$ cat config.mk
export PLATFORM = sky130hd
export DESIGN_NAME = humidity_temp_frame_decoder_core
export DESIGN_NICKNAME = d
export VERILOG_FILES = /design/src/design/htfd_pkg.sv /design/src/design/humidity_temp_frame_decoder_core.sv /design/src/design/htfd_front.sv /design/src/design/htfd_fifo.sv /design/src/design/htfd_conv.sv
export SDC_FILE = /design/constraint.sdc
export NUM_CORES = 1
export LEC_CHECK = 0
export BUFFER_PORTS_ARGS = -buffer_cell sky130_fd_sc_hd__buf_2
export CAP_MARGIN = 20
export CORE_ASPECT_RATIO = 1.2
export CORE_MARGIN = 2
export CORE_UTILIZATION = 40
export CTS_BUF_LIST = sky130_fd_sc_hd__clkbuf_4 sky130_fd_sc_hd__clkbuf_8 sky130_fd_sc_hd__clkbuf_16
export DETAILED_ROUTE_END_ITERATION = 8
export HOLD_SLACK_MARGIN = 0.08
export PLACE_DENSITY = 0.56
export SYNTH_ARGS = -nofsm -noshare
export SYNTH_HDL_FRONTEND = slang
export SYNTH_SLANG_ARGS = --single-unit
$ cat constraint.sdc
create_clock -name aclk -period 9.1 [get_ports aclk]
set_clock_uncertainty 0.2 [all_clocks]
set_input_delay 1.365 -clock aclk [delete_from_list [all_inputs] [get_ports aclk]]
set_output_delay 1.365 -clock aclk [all_outputs]
set_load 0.005 [all_outputs]
$ cat src/design/htfd_pkg.sv
// ----------------------------------------------------------------------------
// htfd_pkg: shared types, constants and functions
// Frame positions, CRC-8 update, divide-by-65535 helper and the queue record.
// ----------------------------------------------------------------------------
package htfd_pkg;

    localparam int unsigned FIFO_DEPTH_DEF = 4;

    localparam int unsigned PROD_W  = 31;
    localparam int unsigned QUO_W   = 15;
    localparam int unsigned TEMP_W  = 15;
    localparam int unsigned RH_W    = 14;
    localparam int unsigned RAW_W   = 16;
    localparam int unsigned S_DATA_W = 8;
    localparam int unsigned M_DATA_W = 64;

    typedef logic [2:0] pos_t;
    localparam pos_t POS_T_HI   = 3'd0;
    localparam pos_t POS_T_LO   = 3'd1;
    localparam pos_t POS_T_CRC  = 3'd2;
    localparam pos_t POS_RH_HI  = 3'd3;
    localparam pos_t POS_RH_LO  = 3'd4;
    localparam pos_t POS_RH_CRC = 3'd5;

    localparam logic [7:0] CRC_INIT = 8'hFF;
    localparam logic [7:0] CRC_POLY = 8'h31;

    localparam logic [PROD_W-1:0] TEMP_SCALE = PROD_W'(17500);
    localparam logic [PROD_W-1:0] RH_SCALE   = PROD_W'(12500);
    localparam logic [PROD_W-1:0] ROUND_BIAS = PROD_W'(32767);
    localparam logic [TEMP_W-1:0] TEMP_OFFSET = TEMP_W'(4500);
    localparam logic [QUO_W-1:0]  RH_OFFSET  = QUO_W'(600);
    localparam logic [QUO_W-1:0]  RH_MAX     = QUO_W'(10000);

    typedef struct packed {
        logic             status;
        logic [RAW_W-1:0] temp_word;
        logic [RAW_W-1:0] rh_raw;
    } rec_t;

    function automatic logic [7:0] crc8_feed(input logic [7:0] crc, input logic [7:0] data);
        logic [7:0] c;
        c = crc ^ data;
        for (int b = 0; b < 8; b++) begin
            c = c[7] ? ((c << 1) ^ CRC_POLY) : (c << 1);
        end
        return c;
    endfunction

    // floor(x / 65535) for x < 2^31: estimate x >> 16, then one correction step
    function automatic logic [QUO_W-1:0] div65535(input logic [PROD_W-1:0] x);
        logic [QUO_W-1:0] q0;
        logic [16:0]      r;
        q0 = x[PROD_W-1:16];
        r  = {1'b0, x[15:0]} + {2'b00, q0};
        return (r >= 17'd65535) ? (q0 + QUO_W'(1)) : q0;
    endfunction

endpackage

$ cat src/design/humidity_temp_frame_decoder_core.sv
// ----------------------------------------------------------------------------
// humidity_temp_frame_decoder_core: sensor response frame decoder
// CRC-checks the six-byte frame and emits raw words plus converted values.
// ----------------------------------------------------------------------------
// Throughput: one byte per cycle while the queue has room; CRC updated per byte.
// Path: the record of the accepted sixth byte passes through the record queue, the
//   multiply stage and the output register before m_tvalid rises.
// Stalls: the record queue of FIFO_DEPTH entries absorbs output back-pressure.
// Reset: aresetn low synchronously clears position, CRC, queue and output valid.
module humidity_temp_frame_decoder_core #(
    parameter int unsigned FIFO_DEPTH = htfd_pkg::FIFO_DEPTH_DEF
) (
    input  logic                              aclk,
    input  logic                              aresetn,
    input  logic                              s_tvalid,
    output logic                              s_tready,
    input  logic [htfd_pkg::S_DATA_W-1:0]     s_tdata,  // [7:0] rx_byte
    input  logic                              s_tuser,  // [0] frame_first
    output logic                              m_tvalid,
    input  logic                              m_tready,
    // [15:0] temp_word, [31:16] rh_raw, [46:32] temp_centi, [60:47] rh_centi, [63:61] 0
    output logic [htfd_pkg::M_DATA_W-1:0]     m_tdata,
    output logic                              m_tuser   // [0] status
);

    logic           q_full, q_not_empty, push, pop;
    htfd_pkg::rec_t push_rec, head_rec;

    htfd_front u_front (
        .aclk        (aclk),
        .aresetn     (aresetn),
        .in_valid    (s_tvalid),
        .rx_byte     (s_tdata),
        .frame_first (s_tuser),
        .q_full      (q_full),
        .in_ready    (s_tready),
        .push        (push),
        .push_rec    (push_rec)
    );

    htfd_fifo #(
        .DEPTH (FIFO_DEPTH)
    ) u_fifo (
        .aclk      (aclk),
        .aresetn   (aresetn),
        .push      (push),
        .push_rec  (push_rec),
        .pop       (pop),
        .full      (q_full),
        .not_empty (q_not_empty),
        .head_rec  (head_rec)
    );

    htfd_conv u_conv (
        .aclk      (aclk),
        .aresetn   (aresetn),
        .rec_valid (q_not_empty),
        .rec       (head_rec),
        .pop       (pop),
        .m_tvalid  (m_tvalid),
        .m_tready  (m_tready),
        .m_tdata   (m_tdata),
        .m_tuser   (m_tuser)
    );

endmodule

$ cat src/design/htfd_front.sv
// ----------------------------------------------------------------------------
// htfd_front: frame tracker
// Follows the byte position, runs the CRC and pushes one record per frame.
// ----------------------------------------------------------------------------
module htfd_front (
    input  logic                aclk,
    input  logic                aresetn,
    input  logic                in_valid,
    input  logic [7:0]          rx_byte,
    input  logic                frame_first,
    input  logic                q_full,
    output logic                in_ready,
    output logic                push,
    output htfd_pkg::rec_t      push_rec
);

    htfd_pkg::pos_t   idx_reg, idx_next, pos;
    logic [7:0]       crc_reg, crc_next;
    logic [15:0]      temp_word_reg, temp_word_next;
    logic [7:0]       rh_hi_reg, rh_hi_next;
    logic [7:0]       rh_lo_reg, rh_lo_next;
    logic             t_good_reg, t_good_next;
    logic             accept;

    assign in_ready = !q_full;
    assign accept   = in_valid && in_ready;

    always_comb begin
        pos = (frame_first || idx_reg > htfd_pkg::POS_RH_CRC) ? htfd_pkg::POS_T_HI : idx_reg;
        idx_next       = idx_reg;
        crc_next       = crc_reg;
        temp_word_next = temp_word_reg;
        rh_hi_next     = rh_hi_reg;
        rh_lo_next     = rh_lo_reg;
        t_good_next    = t_good_reg;
        push           = 1'b0;
        push_rec.status    = !(t_good_reg && (crc_reg == rx_byte));
        push_rec.temp_word = temp_word_reg;
        push_rec.rh_raw    = {rh_hi_reg, rh_lo_reg};
        if (accept) begin
            idx_next = (pos == htfd_pkg::POS_RH_CRC) ? htfd_pkg::POS_T_HI : pos + 3'd1;
            case (pos)
                htfd_pkg::POS_T_HI: begin
                    crc_next       = htfd_pkg::crc8_feed(htfd_pkg::CRC_INIT, rx_byte);
                    temp_word_next = {rx_byte, 8'h00};
                end
                htfd_pkg::POS_T_LO: begin
                    crc_next       = htfd_pkg::crc8_feed(crc_reg, rx_byte);
                    temp_word_next = {temp_word_reg[15:8], rx_byte};
                end
                htfd_pkg::POS_T_CRC: begin
                    t_good_next = (crc_reg == rx_byte);
                    crc_next    = htfd_pkg::CRC_INIT;
                end
                htfd_pkg::POS_RH_HI: begin
                    crc_next   = htfd_pkg::crc8_feed(htfd_pkg::CRC_INIT, rx_byte);
                    rh_hi_next = rx_byte;
                end
                htfd_pkg::POS_RH_LO: begin
                    crc_next   = htfd_pkg::crc8_feed(crc_reg, rx_byte);
                    rh_lo_next = rx_byte;
                end
                default: begin
                    crc_next = htfd_pkg::CRC_INIT;
                    push     = 1'b1;
                end
            endcase
        end
    end

    always_ff @(posedge aclk) begin
        if (!aresetn) begin
            idx_reg       <= htfd_pkg::POS_T_HI;
            crc_reg       <= htfd_pkg::CRC_INIT;
            temp_word_reg <= '0;
            rh_hi_reg     <= '0;
            rh_lo_reg     <= '0;
            t_good_reg    <= 1'b0;
        end else begin
            idx_reg       <= idx_next;
            crc_reg       <= crc_next;
            temp_word_reg <= temp_word_next;
            rh_hi_reg     <= rh_hi_next;
            rh_lo_reg     <= rh_lo_next;
            t_good_reg    <= t_good_next;
        end
    end

endmodule

$ cat src/design/htfd_fifo.sv
// ----------------------------------------------------------------------------
// htfd_fifo: record queue
// Small FIFO between the frame tracker and the conversion pipeline.
// ----------------------------------------------------------------------------
module htfd_fifo #(
    parameter int unsigned DEPTH = htfd_pkg::FIFO_DEPTH_DEF
) (
    input  logic            aclk,
    input  logic            aresetn,
    input  logic            push,
    input  htfd_pkg::rec_t  push_rec,
    input  logic            pop,
    output logic            full,
    output logic            not_empty,
    output htfd_pkg::rec_t  head_rec
);

    localparam int unsigned PTR_W = (DEPTH > 1) ? $clog2(DEPTH) : 1;
    localparam int unsigned CNT_W = $clog2(DEPTH + 1);
    localparam logic [PTR_W-1:0] PTR_LAST = PTR_W'(DEPTH - 1);
    localparam logic [CNT_W-1:0] CNT_FULL = CNT_W'(DEPTH);

    htfd_pkg::rec_t   mem [DEPTH];
    logic [PTR_W-1:0] wr_ptr_reg, rd_ptr_reg;
    logic [CNT_W-1:0] count_reg;
    logic             do_push, do_pop;

    assign full      = (count_reg == CNT_FULL);
    assign not_empty = (count_reg != '0);
    assign do_push   = push && !full;
    assign do_pop    = pop && not_empty;
    assign head_rec  = mem[rd_ptr_reg];

    always_ff @(posedge aclk) begin
        if (do_push) begin
            mem[wr_ptr_reg] <= push_rec;
        end
    end

    always_ff @(posedge aclk) begin
        if (!aresetn) begin
            wr_ptr_reg <= '0;
            rd_ptr_reg <= '0;
            count_reg  <= '0;
        end else begin
            if (do_push) begin
                wr_ptr_reg <= (wr_ptr_reg == PTR_LAST) ? '0 : wr_ptr_reg + PTR_W'(1);
            end
            if (do_pop) begin
                rd_ptr_reg <= (rd_ptr_reg == PTR_LAST) ? '0 : rd_ptr_reg + PTR_W'(1);
            end
            if (do_push && !do_pop) begin
                count_reg <= count_reg + CNT_W'(1);
            end else if (do_pop && !do_push) begin
                count_reg <= count_reg - CNT_W'(1);
            end
        end
    end

endmodule

$ cat src/design/htfd_conv.sv
// ----------------------------------------------------------------------------
// htfd_conv: conversion pipeline
// Multiply stage, then divide-by-65535, offset and clamp into the output register.
// ----------------------------------------------------------------------------
module htfd_conv (
    input  logic                              aclk,
    input  logic                              aresetn,
    input  logic                              rec_valid,
    input  htfd_pkg::rec_t                    rec,
    output logic                              pop,
    output logic                              m_tvalid,
    input  logic                              m_tready,
    output logic [htfd_pkg::M_DATA_W-1:0]     m_tdata,
    output logic                              m_tuser
);

    logic                           v1_reg;
    htfd_pkg::rec_t                 rec1_reg;
    logic [htfd_pkg::PROD_W-1:0]    t_prod_reg, h_prod_reg;
    logic                           out_valid_reg;
    logic [htfd_pkg::M_DATA_W-1:0]  out_data_reg, out_data_next;
    logic                           out_user_reg;
    logic                           adv_out, adv1;
    logic [htfd_pkg::QUO_W-1:0]     t_q, h_q, h_diff;
    logic [htfd_pkg::TEMP_W-1:0]    temp_centi;
    logic [htfd_pkg::RH_W-1:0]      rh_centi;

    assign adv_out = !out_valid_reg || m_tready;
    assign adv1    = !v1_reg || adv_out;
    assign pop     = rec_valid && adv1;

    always_comb begin
        t_q    = htfd_pkg::div65535(t_prod_reg + htfd_pkg::ROUND_BIAS);
        h_q    = htfd_pkg::div65535(h_prod_reg + htfd_pkg::ROUND_BIAS);
        temp_centi = htfd_pkg::TEMP_W'(t_q) - htfd_pkg::TEMP_OFFSET;
        h_diff = h_q - htfd_pkg::RH_OFFSET;
        if (h_q <= htfd_pkg::RH_OFFSET) begin
            rh_centi = '0;
        end else if (h_diff > htfd_pkg::RH_MAX) begin
            rh_centi = htfd_pkg::RH_W'(htfd_pkg::RH_MAX);
        end else begin
            rh_centi = h_diff[htfd_pkg::RH_W-1:0];
        end
        out_data_next = {3'b000, rh_centi, temp_centi, rec1_reg.rh_raw, rec1_reg.temp_word};
    end

    always_ff @(posedge aclk) begin
        if (adv1) begin
            rec1_reg   <= rec;
            t_prod_reg <= htfd_pkg::TEMP_SCALE * htfd_pkg::PROD_W'(rec.temp_word);
            h_prod_reg <= htfd_pkg::RH_SCALE * htfd_pkg::PROD_W'(rec.rh_raw);
        end
        if (adv_out) begin
            out_data_reg <= out_data_next;
            out_user_reg <= rec1_reg.status;
        end
    end

    always_ff @(posedge aclk) begin
        if (!aresetn) begin
            v1_reg        <= 1'b0;
            out_valid_reg <= 1'b0;
        end else begin
            if (adv1) begin
                v1_reg <= rec_valid;
            end
            if (adv_out) begin
                out_valid_reg <= v1_reg;
            end
        end
    end

    assign m_tvalid = out_valid_reg;
    assign m_tdata  = out_data_reg;
    assign m_tuser  = out_user_reg;

endmodule

==> impl_metrics.tcl <==
set metrics [dict create \
    cts_tree "built" \
    grt_max_degree 66 \
    synth.distinct_cells 95 \
    cts_buffer_depth 3 \
    drt_drc_violations_left 0 \
    wl_per_cell_um 17.2 \
    cts_hold_repair.buffers 0 \
    die_h_um 267 \
    wl_um 49400 \
    critPathCaptureType "flip-flop" \
    registers.top_by_ff_count "u_fifo.mem" \
    grt_pass1_wl_um 79100 \
    grt_pass1_vias 14900 \
    drive_above_1_share 0.104 \
    grt_use_total 0.168 \
    crit_fanout 9 \
    boundaryPins 80 \
    synth_simple_gate_area_frac 0.103 \
    regArea_sq_mm 0.00954 \
    yosys_warnings 0 \
    hold_violations 0 \
    io_buffers 76 \
    critPathKind "flip-flop to flip-flop" \
    row_count 96 \
    min_path_type "flip-flop to flip-flop" \
    synth_top_family_by_area "adder cells" \
    cp.arrival_ns 8.55 \
    clkSlewWorstSetupHoldPaths_ns 0.06 \
    outcome "completed" \
    clk_latency_ns 0.55 \
    synthAdderAreaFrac 0.209 \
    setup_viol 0 \
    postSynthAreaPerCell_sq_um 11.3 \
    synth-seq-area-share 0.414 \
    area_growth_pct 10.8 \
    drv_cap 0 \
    drt.antenna.violating_nets 0 \
    cts_sinks 336 \
    min_path_cells 0 \
    grt-ovfl-total 0 \
    nFillCells 5326 \
    max_slew_margin 0.346 \
    muxShareOfSynthArea 0.0462 \
    synthCells 2032 \
    drt-initial-drc-count 841 \
    cts_resized 0 \
    post_cts_buffers 0 \
    htreeDepth 2 \
    layout.cells.non_filler 2871 \
    syn_area_sq_mm 0.0230 \
    synth-compound-area-share 0.101 \
    hp-start "u_conv.out_data_next[12]" \
    die_width_um 223 \
    drt-pass1-iter-count 5 \
    core_sq_mm 0.0571 \
    async_reset_ff_frac 0 \
    fin_tns_setup_ns 0 \
    synth-xor-area-share 0.0701 \
    cts_root_buf "clkbuf_16" \
    synth-seq-cells 336 \
    start_kind "flip-flop" \
    largest_reg_flops 132 \
    multi_input_area_sq_mm 0.0122 \
    crit_start "u_conv.out_data_next[16]" \
    start_util 0.403 \
    layout_min_cycle_time_ns 8.47 \
    fmax_ghz 0.118 \
    r2r_cells 27 \
    final.period_utilization 0.931 \
    antenna_found_initial 0 \
    num_antenna_cells 0 \
    dieArea_sq_mm 0.0595 \
    fin_nets 2451 \
    post-dp-hpwl_um 37100 \
    numCtsBuffers 37 \
    worstMarginPinSlew_ns 0.975 \
    rsz0062_at_grt "false" \
    synth-edff-count 281 \
    vias 14800 \
    worstReg2RegStart "u_conv.out_data_next[16]" \
    place_congestion 0.892 \
    vias_per_cell 5.15 \
    ys.flop_type "edfxtp_1" \
    cp.required_ns 9.18 \
    dp.cells 2802 \
    final-max-slew-violation-count 0 \
]
==> worst max-delay path, cell delays in order (launching register included) <==
cell,delay (ns)
edfxtp_1,0.44
inv_1,0.13
ha_1,0.19
or3b_1,0.49
nor4_1,0.58
nor2_1,0.19
and3_1,0.23
xnor2_1,0.42
inv_1,0.09
ha_1,0.44
nor3_1,0.08
or4_1,0.47
a311o_1,0.32
nor4_1,0.27
o21ai_1,0.10
or4_4,0.44
nor4_2,0.38
nand3_1,0.22
o21ai_0,0.49
a21oi_1,0.13
a21oi_1,0.22
ha_1,0.30
o21bai_2,0.15
a21oi_2,0.31
nor4_4,0.09
xnor2_1,0.38
o21a_1,0.37
nor2_1,0.09
==> layer usage <==
layer  track usage  wire length, um  up-vias
li1              -                -     7404
met2         0.309            25400      210
met5             0                0        -
met3        0.0240             1530       55
met4        0.0415              905        0
met1         0.206            21600     7127
==> stage by stage <==
stage | cell area [sq um] | hold WS (ns) | setup slack, ns | utilization
6_report | 25500 | 0.214 | 0.631 | 0.447
3_5_place_dp | 24200 | 0.205 | 0.782 | 0.424
2_1_floorplan | 23000 | 0.200 | 1.46 | -
5_1_grt | 25500 | 0.216 | 0.119 | 0.447
3_3_place_gp | 24200 | 0.202 | 0.910 | 0.424
4_1_cts | 25500 | 0.211 | 0.729 | 0.447
==> synth_stat cells (43+ instances only) <==
| master | count | area, sq um |
|---|---|---|
| nor2_1 | 94 | 353 |
| xnor2_1 | 129 | 1130 |
| fa_1 | 90 | 1800 |
| nand3_1 | 55 | 275 |
| inv_1 | 277 | 1040 |
| ha_1 | 241 | 3020 |
| nand2_1 | 90 | 338 |
| edfxtp_1 | 281 | 8440 |
| o21ai_0 | 54 | 270 |
| a21oi_1 | 63 | 315 |
| clkbuf_1 | 43 | 161 |
| dfxtp_1 | 55 | 1100 |
| xor2_1 | 52 | 455 |
==> cell usage in the layout, fill, tap and decap left out, types with 18 or more instances in the layout <==
master / synthesis / routed
edfxtp_1: 281 / 281
inv_1: 277 / 276
ha_1: 241 / 241
xnor2_1: 129 / 129
nor2_1: 94 / 94
fa_1: 90 / 90
nand2_1: 90 / 89
buf_2: 2 / 77
a21oi_1: 63 / 63
nand3_1: 55 / 55
o21ai_0: 54 / 54
dfxtp_1: 55 / 54
xor2_1: 52 / 52
nor2b_1: 42 / 42
nor3_1: 42 / 42
clkbuf_16: 0 / 37
mux4_2: 33 / 33
mux2i_1: 25 / 25
o211ai_1: 24 / 24
a21o_1: 23 / 23
and2_1: 21 / 21
and3_1: 19 / 19
a21boi_0: 18 / 18
nand4_1: 18 / 18
==> cell families after synthesis <==
kind of cell	Yosys count
adder cells (fa/ha/maj)	331
XOR/XNOR	182
multiplexers	63
AO/OA/AOI/OAI	329
AND/OR/NAND/NOR	454
buffers and inverters	336
flip-flops	336
other	1
==> layout make-up <==
cell class	count	area share
clock buffers	44	0.0391
clock inverters	24	0.0118
inverters	281	0.0414
multi-input cells	1362	0.479
flip-flops and latches	336	0.374
well taps	735	0.0361
repair buffers	89	0.0186
==> final timing paths <==
kind | slack, ns | to
max | 0.63 | u_conv.m_tdata[47]
min | 0.21 | u_conv.m_tdata[12]
max reg2reg | 0.63 | u_conv.m_tdata[47]
min reg2reg | 0.21 | u_conv.m_tdata[12]
Power is left out: the tool's default activity adds up to more than one toggle a clock period on the data nets, which glitch-free logic cannot reach.
